### config.mk
export PLATFORM = sky130hd
export DESIGN_NAME = nsr_ram
export DESIGN_NICKNAME = d
export VERILOG_FILES = /design/src/sv/nearest_segment_within_radius_macros.svh /design/src/sv/nsr_ram.sv
export SDC_FILE = /design/constraint.sdc
export NUM_CORES = 2
export LEC_CHECK = 0
export BUFFER_PORTS_ARGS = -buffer_cell sky130_fd_sc_hd__buf_4
export CORE_ASPECT_RATIO = 0.7
export CORE_MARGIN = 3
export CORE_UTILIZATION = 45
export DETAILED_ROUTE_END_ITERATION = 16
export RECOVER_POWER = 50
export SYNTH_ARGS = -nofsm -noshare
export SYNTH_HDL_FRONTEND = slang
export SYNTH_SLANG_ARGS = --single-unit
### constraint.sdc
create_clock -name clk -period 4.32 [get_ports clk]
set_clock_uncertainty 0.15 [all_clocks]
set_input_delay 0.216 -clock clk [delete_from_list [all_inputs] [get_ports clk]]
set_output_delay 0.216 -clock clk [all_outputs]
set_load 0.02 [all_outputs]
### src/sv/nearest_segment_within_radius_macros.svh
// Assertion helpers shared by the RTL of the nearest segment search.
`ifndef NEAREST_SEGMENT_WITHIN_RADIUS_MACROS_SVH
`define NEAREST_SEGMENT_WITHIN_RADIUS_MACROS_SVH

// Implication or plain property, checked out of reset.
`define NSR_ASSERT(name, prop, msg) \
	name: assert property (@(posedge clk) disable iff (!arst_n) prop) else $error(msg);

// Condition that must never be seen out of reset.
`define NSR_NEVER(name, cond, msg) \
	name: assert property (@(posedge clk) disable iff (!arst_n) !(cond)) else $error(msg);

`endif

### src/sv/nsr_ram.sv
// ----------------------------------------------------------------------------
// nsr_ram
// Generic single write port RAM with one registered read port.
// ----------------------------------------------------------------------------
module nsr_ram #(
	parameter int W     = 48,
	parameter int DEPTH = 64,
	parameter int AW    = (DEPTH > 1) ? $clog2(DEPTH) : 1
) (
	input  logic          clk,
	input  logic          we,
	input  logic [AW-1:0] waddr,
	input  logic [W-1:0]  wdata,
	input  logic [AW-1:0] raddr,
	output logic [W-1:0]  rdata
);

	logic [W-1:0] mem_q [DEPTH];
	logic [W-1:0] rdata_q;

	always_ff @(posedge clk) begin
		if (we) begin
			mem_q[waddr] <= wdata;
		end
		rdata_q <= mem_q[raddr];
	end

	assign rdata = rdata_q;

endmodule

==> metrics.csv <==
metric,value,unit
Worst Setup Start Kind,input port,
vias per cell,6.30,
cell family with most CP delay,simple AND/OR/NAND/NOR gates,
reg2reg setup slack,1.93,ns
critical path's slowest cell,nor2_4,
crit path cell chain,dlygate4sd3_1 > clkbuf_1 > nor2b_1 > nand3_1 > nor2_4 > buf_4,
clock root cell,clkbuf_16,
Final Hold Viols,0,
total CTS buffers,297,
DIE AREA,267000,µm²
WP data required,4.62,ns
initial antenna violation count,7,
status,"finished, violations left",
Hold Path End,rdata[20],
port buffer count,109,
core area,259000,µm²
Site Rows,156,
Critical R2R Capture,rdata[45],
maximum vdd ir drop,301,µV
Final Wtd Congestion,0.780,
crit path kind,input port to flop,
Synth Area per Inst,23.6,µm²
Worst-path clk slew,0.06,ns
DR DRC count,0,
Placed Area,124000,µm²
Avg WL per Cell,35.1,µm
Post-Route WL,320,mm
Power Density,465,nW/µm²
Pre-antenna DRT Iters,6,
vias in the first global route,56500,
synthesized area,117000,µm²
endpoints failing setup,0,
Global Route Usage Sum,23.9,%
Starting DRT DRC Count,7761,
RSZ-0062 raised after global routing,false,
Detail Placement HPWL,177,mm
Clock Sink Count,3120,
#FFs+latches synth,3120,
largest stage delay on the critical path,0.81,ns
fin. max-slew vios,3136,
Max Buffers Root-to-Sink,4,
first-pass GRT wire length,447,mm
"most common cell after layout, fill and taps aside",edfxtp_1,
CP bufs+invs,3,
min-delay src,raddr[3],
worst reg2reg path startpoint,mem_q[44][45],
HP Class,input port to flop,
die height,433,µm
Worst Hold Path Cells,3,
Crit path arrival time,3.55,ns
register area share after synthesis,79.6,%
NumNets Final,5463,
die width,616,µm
layout cells sized above 1,27.6,%
reg2reg path depth,5,
Worst Tran Pin Value,3.02,ns
H-tree Lvls,5,
Critical Path Sink Type,flop,
failing checks,"capacitance limit, slew limit",
Peak Freq,307,MHz
Skew-Pair Late Insertion Delay,0.84,ns
fin crit period,3.25,ns
max_cap viols,49,
largest net degree at the start of global routing,71,
CTS tree,built,
Initial Utilization,45.3,%
Yosys cell types,36,
CP Max Fanout,14,
P&R area growth vs syn,14.1,%
total number of vias,57400,
"Net Count, Synth",5032,
post-route cell area,134000,µm²
setup TNS,0,ns
DRT antenna net count,0,
final clock period utilization by the worst path,75.3,%
# IOs,110,
Relative slew margins,-102,%
P_leak,41.2,nW
most frequent cells in the layout,"edfxtp_1, mux4_2, clkbuf_16",
number of warnings issued by yosys,0,
Post-CTS Setup Bufs,0,
post-synthesis cell count,4970,
Overflow after GRT,0,
## sequential cells by signal (all words and copies together), names as in the netlist
register / flops
mem_q: 3072
rdata: 48
## kinds of logic after synthesis
logic type / synth area share [%]
buffers and inverters: 1.28
and+or+nand+nor: 0.957
DFF: 79.6
muxes: 15.2
AOI/OAI and AO/OA: 3.02
## worst reg2reg max path: stages, from the launching register on
cell and delay [ns]:
edfxtp_1 0.37, mux4_2 0.61, o221ai_1 0.63, a21oi_1 0.19
a21oi_1 0.20, a221oi_1 0.07
## worst max path at each step
stage                     startpoint  slack (ns)            to  depth (start not counted)
after floorplan             waddr[5]        0.61  mem_q[39][0]                          4
after global placement      raddr[0]        0.75     rdata[45]                          8
after detailed placement    raddr[0]        0.80     rdata[45]                          8
after CTS                   waddr[1]        1.51  mem_q[35][9]                          6
after global routing        waddr[1]        0.96  mem_q[35][2]                          6
final                       waddr[1]        1.07  mem_q[35][8]                          6
## metal layers
| metal | global-route usage [%] | routed length, µm | vias up |
|---|---|---|---|
| li1 | - | - | 22400 |
| met1 | 38.0 | 141000 | 31500 |
| met3 | 4.11 | 30300 | 416 |
| met5 | 0 | 0 | - |
| met2 | 34.6 | 141000 | 3022 |
| met4 | 5.55 | 7730 | 0 |
## Yosys cell counts
| master | number | area [µm²] |
|---|---|---|
| dfxtp_1 | 48 | 961 |
| a311o_1 | 1 | 10.0 |
| buf_4 | 62 | 465 |
| nand4_1 | 2 | 12.5 |
| buf_1 | 12 | 45.0 |
| a22o_1 | 57 | 499 |
| nor3_1 | 3 | 15.0 |
| mux4_2 | 754 | 17000 |
| mux2i_1 | 63 | 631 |
| nand2_1 | 55 | 206 |
| nand3b_1 | 5 | 37.5 |
| buf_2 | 98 | 490 |
| and3_1 | 1 | 6.26 |
| mux2_2 | 12 | 135 |
| nand3_1 | 7 | 35.0 |
| a31o_2 | 5 | 43.8 |
| a31oi_1 | 1 | 6.26 |
| o221ai_1 | 28 | 245 |
| or2_2 | 3 | 18.8 |
| a221oi_1 | 83 | 727 |
| o22ai_1 | 122 | 763 |
| clkbuf_2 | 1 | 5.00 |
| a311oi_1 | 11 | 96.3 |
| or3b_2 | 4 | 35.0 |
| nor2_1 | 132 | 495 |
| clkbuf_1 | 98 | 368 |
| nand4b_1 | 1 | 8.76 |
| and2_1 | 3 | 18.8 |
| a21oi_1 | 74 | 370 |
| edfxtp_1 | 3072 | 92200 |
| a211oi_1 | 32 | 240 |
| buf_6 | 11 | 124 |
| nor2b_1 | 24 | 150 |
| nand2b_1 | 10 | 62.6 |
| a22oi_1 | 72 | 541 |
| or3_1 | 3 | 18.8 |
## cell type report
cell class	count	area, µm²
Tap cell	3476	4350
Multi-Input combinational cell	1568	23000
Clock buffer	391	7990
Sequential cell	3120	93200
Antenna cell	3	7.51
Timing Repair Buffer	414	3900
Fill cell	19900	125000
Clock inverter	127	1190
## power by group
group,switching (W),internal [W]
clock network,0.0109,0.0143
registers,0.000139,0.0336
logic,0.00193,0.00116
## metrics by stage
stage	instances	hold slack [ns]	utilization (%)	setup slack, ns	power [W]
2_1_floorplan	4970	0.165	-	0.608	0.0359
3_3_place_gp	8525	0.486	48.0	0.751	0.0374
3_5_place_dp	8525	0.483	48.0	0.797	0.0374
4_1_cts	9096	0.00200	51.7	1.51	0.0625
5_1_grt	9096	0.0569	51.7	0.959	0.0640
6_report	9099	0.0483	51.7	1.07	0.0621
## timing repair
action                    4_1_cts  5_1_grt
hold endpoints to repair     3125        0
resized for setup               0        0
hold buffers                   53        0
Power figures use the tool's default switching activity.
