<file path="config.mk">
export PLATFORM = sky130hd
export DESIGN_NAME = nsr_mac
export DESIGN_NICKNAME = d
export VERILOG_FILES = /design/src/sv/nearest_segment_within_radius_macros.svh /design/src/sv/nsr_pkg.sv /design/src/sv/nsr_mac.sv
export SDC_FILE = /design/constraint.sdc
export NUM_CORES = 2
export LEC_CHECK = 0
export BUFFER_PORTS_ARGS = -buffer_cell sky130_fd_sc_hd__buf_2
export CAP_MARGIN = 20
export CORE_ASPECT_RATIO = 1.25
export CORE_MARGIN = 2
export CORE_UTILIZATION = 45
export CTS_CLUSTER_DIAMETER = 150
export DETAILED_ROUTE_END_ITERATION = 10
export PLACE_DENSITY_LB_ADDON = 0.1
export SLEW_MARGIN = 20
export SYNTH_ARGS = -nofsm -noshare
export SYNTH_HDL_FRONTEND = slang
export SYNTH_SLANG_ARGS = --single-unit
</file>
<file path="constraint.sdc">
create_clock -name clk -period 6.55 [get_ports clk]
set_input_delay 0.3275 -clock clk [delete_from_list [all_inputs] [get_ports clk]]
set_output_delay 0.3275 -clock clk [all_outputs]
set_load 0.05 [all_outputs]
</file>
<file path="src/sv/nearest_segment_within_radius_macros.svh">
// Assertion helpers shared by the RTL of the nearest segment search.
`ifndef NEAREST_SEGMENT_WITHIN_RADIUS_MACROS_SVH
`define NEAREST_SEGMENT_WITHIN_RADIUS_MACROS_SVH

// Implication or plain property, checked out of reset.
`define NSR_ASSERT(name, prop, msg) \
	name: assert property (@(posedge clk) disable iff (!arst_n) prop) else $error(msg);

// Condition that must never be seen out of reset.
`define NSR_NEVER(name, cond, msg) \
	name: assert property (@(posedge clk) disable iff (!arst_n) !(cond)) else $error(msg);

`endif

</file>
<file path="src/sv/nsr_pkg.sv">
// ----------------------------------------------------------------------------
// nsr_pkg
// Shared constants and types of the nearest segment search.
// ----------------------------------------------------------------------------
package nsr_pkg;

	localparam int MAX_SEGMENTS_DEF = 64;
	localparam int COORD_BITS_DEF   = 16;
	localparam int RAD_BITS         = 16;
	localparam int COUNT_BITS       = 7;
	localparam int SLOT_BITS        = 6;
	localparam int FIELD_BITS       = 16;

	// Control of one multiply-accumulate operation.
	typedef struct packed {
		logic en;   // operation issued this cycle
		logic clr;  // start a new sum with this product
		logic neg;  // subtract the product
		logic hi;   // product weighs one limb higher
	} mac_ctl_t;

endpackage

</file>
<file path="src/sv/nsr_mac.sv">
// ----------------------------------------------------------------------------
// nsr_mac
// Shared signed multiplier with a registered product and a wide accumulator.
// ----------------------------------------------------------------------------
module nsr_mac
	import nsr_pkg::*;
#(
	parameter int OPW  = 35,
	parameter int ACCW = 3 * OPW - 1
) (
	input  logic                   clk,
	input  logic                   arst_n,
	input  mac_ctl_t               ctl,
	input  logic signed [OPW-1:0]  op_a,
	input  logic signed [OPW-1:0]  op_b,
	output logic signed [ACCW-1:0] acc
);

	logic signed [2*OPW-1:0] prod_s1;
	mac_ctl_t                ctl_s1;
	logic signed [ACCW-1:0]  acc_q;
	logic signed [ACCW-1:0]  term;

	always_ff @(posedge clk or negedge arst_n) begin
		if (!arst_n) begin
			ctl_s1 <= '0;
		end else begin
			ctl_s1 <= ctl;
		end
	end

	always_ff @(posedge clk) begin
		prod_s1 <= op_a * op_b;
	end

	always_comb begin
		term = ACCW'(prod_s1);
		if (ctl_s1.hi) begin
			term = term <<< (OPW - 1);
		end
		if (ctl_s1.neg) begin
			term = -term;
		end
	end

	always_ff @(posedge clk) begin
		if (ctl_s1.en) begin
			acc_q <= ctl_s1.clr ? term : acc_q + term;
		end
	end

	assign acc = acc_q;

endmodule

</file>
==> qor.yml <==
status: "finished, violations left"
violations: "negative setup slack"
coreArea_sq_um: 130400
synth_top_area_share_pct: 44.34
post-route-period-util_pct: 106.7
multi_input_area_sq_um: 50250
start_util_pct: 45.44
tightestPinTransition_ps: 867.1
portBuffers: 179
synth_cell_type_count: 81
drc: 0
crit_path_frequent_cell: "fa_1"
cts_buffer_depth: 2
postRouteWirelength_microns: 194500
arrival_ps: 7430
synthTopCellsByCount: "fa_1 (1,312), inv_1 (1,232), nand2_1 (804), and2_1 (664), clkbuf_1 (330)"
critPathLaunchType: "input port"
dr.pass1.iters: 6
cts_tree: "yes"
cp_num_cells: 29
detail_route.wl_per_cell_microns: 21.69
crit_type: "input port to flip-flop"
endpoint: "prod_s1[52]"
async_flop_share_pct: 2.247
ys_ff_latch: 178
ys_seq_area_share_pct: 7.806
slew_headroom_pct: 42.19
cts.sinks: 178
drive_gt1_share_pct: 18.95
maxCapViolations: 0
die_x_microns: 328.5
die_h_microns: 409.7
reg2regPathDepth: 24
first_global_vias: 52470
hold_class: "input port to async pin"
crit_start: "op_a[11]"
path_clk_slew_ps: 70
place_area_sq_um: 67290
synth_area_sq_um: 59240
netlist_top_cells_area: "fa_1 (44%), inv_1 (7.8%), and2_1 (7.0%), ha_1 (6.6%), edfxtp_1 (5.3%)"
route.met2.wl_microns: 100700
clk_latency_ps: 510
crit_path_max_fanout: 6
wl_met3_microns: 7051
postSynthNetCount: 8319
met1_length_microns: 77180
endpoint_kind: "flip-flop"
place_hpwl_microns: 163800
r2r_slack_ps: 190
area_growth_syn_to_layout_pct: 19.58
fin_area_sq_um: 70840
pre_cts_ws_ps: -1192
top_layer: "met4"
fin_hold_ws_ps: 175.9
cp.required_ps: 6990
antenna_left: 0
grt_start_max_net_pins: 103
synth_ff_type: "edfxtp_1"
cts_made_buffers: 17
drt_iter0_drc: 2762
reg2reg_from: "ctl_s1[0]"
synthCells: 6620
report.final.slew_viol_count: 0
root_buffer: "clkbuf_16"
dieArea_sq_um: 134600
fp-row-count: 148
synth.most_common_cell: "fa_1"
place.gp.congestion: 0.9466
max_stage_delay_ps: 600
fin_crit_ps: 6991
cpLargestDelayFamily: "adder cells"
fin_skew_ps: 17.52
fin_nets: 8930
worst_slack_ps: -440.8
fillCellCount: 12110
synth_area_leader_cell: "fa_1"
pin_count: 180
htree_num_levels: 4
rsz0062_at_grt: "true"
ff_latch_area_sq_um: 4637
synth.avg_cell_area_sq_um: 8.949
grt_pass1_wl_microns: 305300
grt.total_usage_pct: 29.59
fmax_mhz: 143.0
viasPerCell: 5.315
synth_edf_count: 104
overflow: 0
r2r_end: "acc[96]"
finalSetupViolCount: 30
crit_slowest_cell: "fa_1"
ys_warn_count: 0
via_count: 47670
grt_antenna_before_repair: 2
path_buf_inv: 9
final-hold-violation-count: 0
-- stage by stage --
stage / utilization (%) / std cells / setup TNS [ps]
3_3_place_gp: 51.62 / 8838 / -36140
4_1_cts: 53.63 / 8936 / -4826
3_5_place_dp: 51.62 / 8838 / -37720
5_1_grt: 54.34 / 8970 / -14130
6_report: 54.34 / 8970 / -6174
2_1_floorplan: - / 6620 / -6540
-- what timing repair did --
item                       4_1_cts  5_1_grt
hold buffers                     5        0
setup buffers                   54       36
cloned                           9        4
hold endpoints to repair         8        0
pin swaps                      179      144
setup endpoints to repair       41       54
resized for setup              371      151
-- per-layer routing --
metal	vias to the layer above	track usage, %
met5	-	0
met1	24390	35.87
met3	380	2.343
met2	1283	53.85
li1	21620	-
met4	0	12.12
-- worst register-to-register path: stages, from the launching register on --
cell and delay (ps):
dfrtp_4 590, buf_4 210, buf_4 180, or3_1 410, and2_1 210, or2_2 350
nand2b_1 220, or4_1 610, nand2_1 150, xor2_2 320, ha_1 390, a21oi_1 270
nand2_1 120, a211oi_1 300, o211ai_1 140, a31oi_1 160, o31ai_1 90, buf_4 170
a31oi_1 280, buf_4 170, o21ai_0 120, buf_4 180, a21oi_1 170, xor2_1 180
o21ai_1 100
-- cell families (layout without fill, tap and decap cells) --
| family | after synthesis | in the layout | synth area share (%) |
|---|---|---|---|
| simple gates | 2050 | 2050 | 17.30 |
| mux | 60 | 60 | 1.041 |
| compound gates | 870 | 870 | 9.099 |
| flops | 178 | 178 | 7.806 |
| fa+ha+maj | 1623 | 1623 | 50.90 |
| other cells | 0 | 1 | 0 |
| buf+inv | 1581 | 2205 | 10.04 |
| xor+xnor | 258 | 258 | 3.814 |
-- area by class of cell --
class | instances | share of cell area, %
multi-input combinational | 4861 | 70.93
timing repair buffer | 940 | 12.10
sequential | 178 | 6.546
inverter | 1233 | 6.537
tap | 1725 | 3.047
clock buffer | 20 | 0.6906
clock inverter | 12 | 0.1466
antenna | 1 | 0.003532
-- registers in the layout, summed over array words and instances, names as in the netlist --
register  flops
acc         104
prod_s1      70
ctl_s1        4
-- worst min path at each step --
stage / startpoint / endpoint / slack, ps / cells past startpoint
3_5_place_dp: arst_n / ctl_s1[3] / 130 / 1
6_report: arst_n / ctl_s1[0] / 180 / 2
5_1_grt: arst_n / ctl_s1[2] / 160 / 2
3_3_place_gp: arst_n / ctl_s1[3] / 130 / 1
2_1_floorplan: arst_n / ctl_s1[0] / 30 / 0
4_1_cts: arst_n / ctl_s1[3] / 130 / 2
-- placed cells by master (no fill, tap or decap), types with 42 or more instances in the layout --
cell type | netlist | final
fa_1 | 1312 | 1237
inv_1 | 1232 | 1161
nand2_1 | 804 | 786
buf_4 | 1 | 630
and2_1 | 664 | 613
ha_1 | 311 | 274
a21oi_1 | 296 | 266
nor2_1 | 231 | 223
o21ai_0 | 201 | 179
xor2_1 | 129 | 125
xnor2_1 | 129 | 121
buf_2 | 8 | 118
a21o_1 | 113 | 113
edfxtp_1 | 104 | 104
buf_12 | 0 | 93
fa_2 | 0 | 75
inv_2 | 0 | 70
dfxtp_1 | 70 | 70
buf_6 | 0 | 65
nor3_1 | 63 | 60
nand4_1 | 60 | 60
nor2b_1 | 55 | 55
and2_4 | 0 | 51
mux2i_1 | 47 | 47
o21bai_1 | 43 | 42
Power is not shown: default switching activity piles up to over one toggle a cycle in this logic, so the estimate is an artifact.
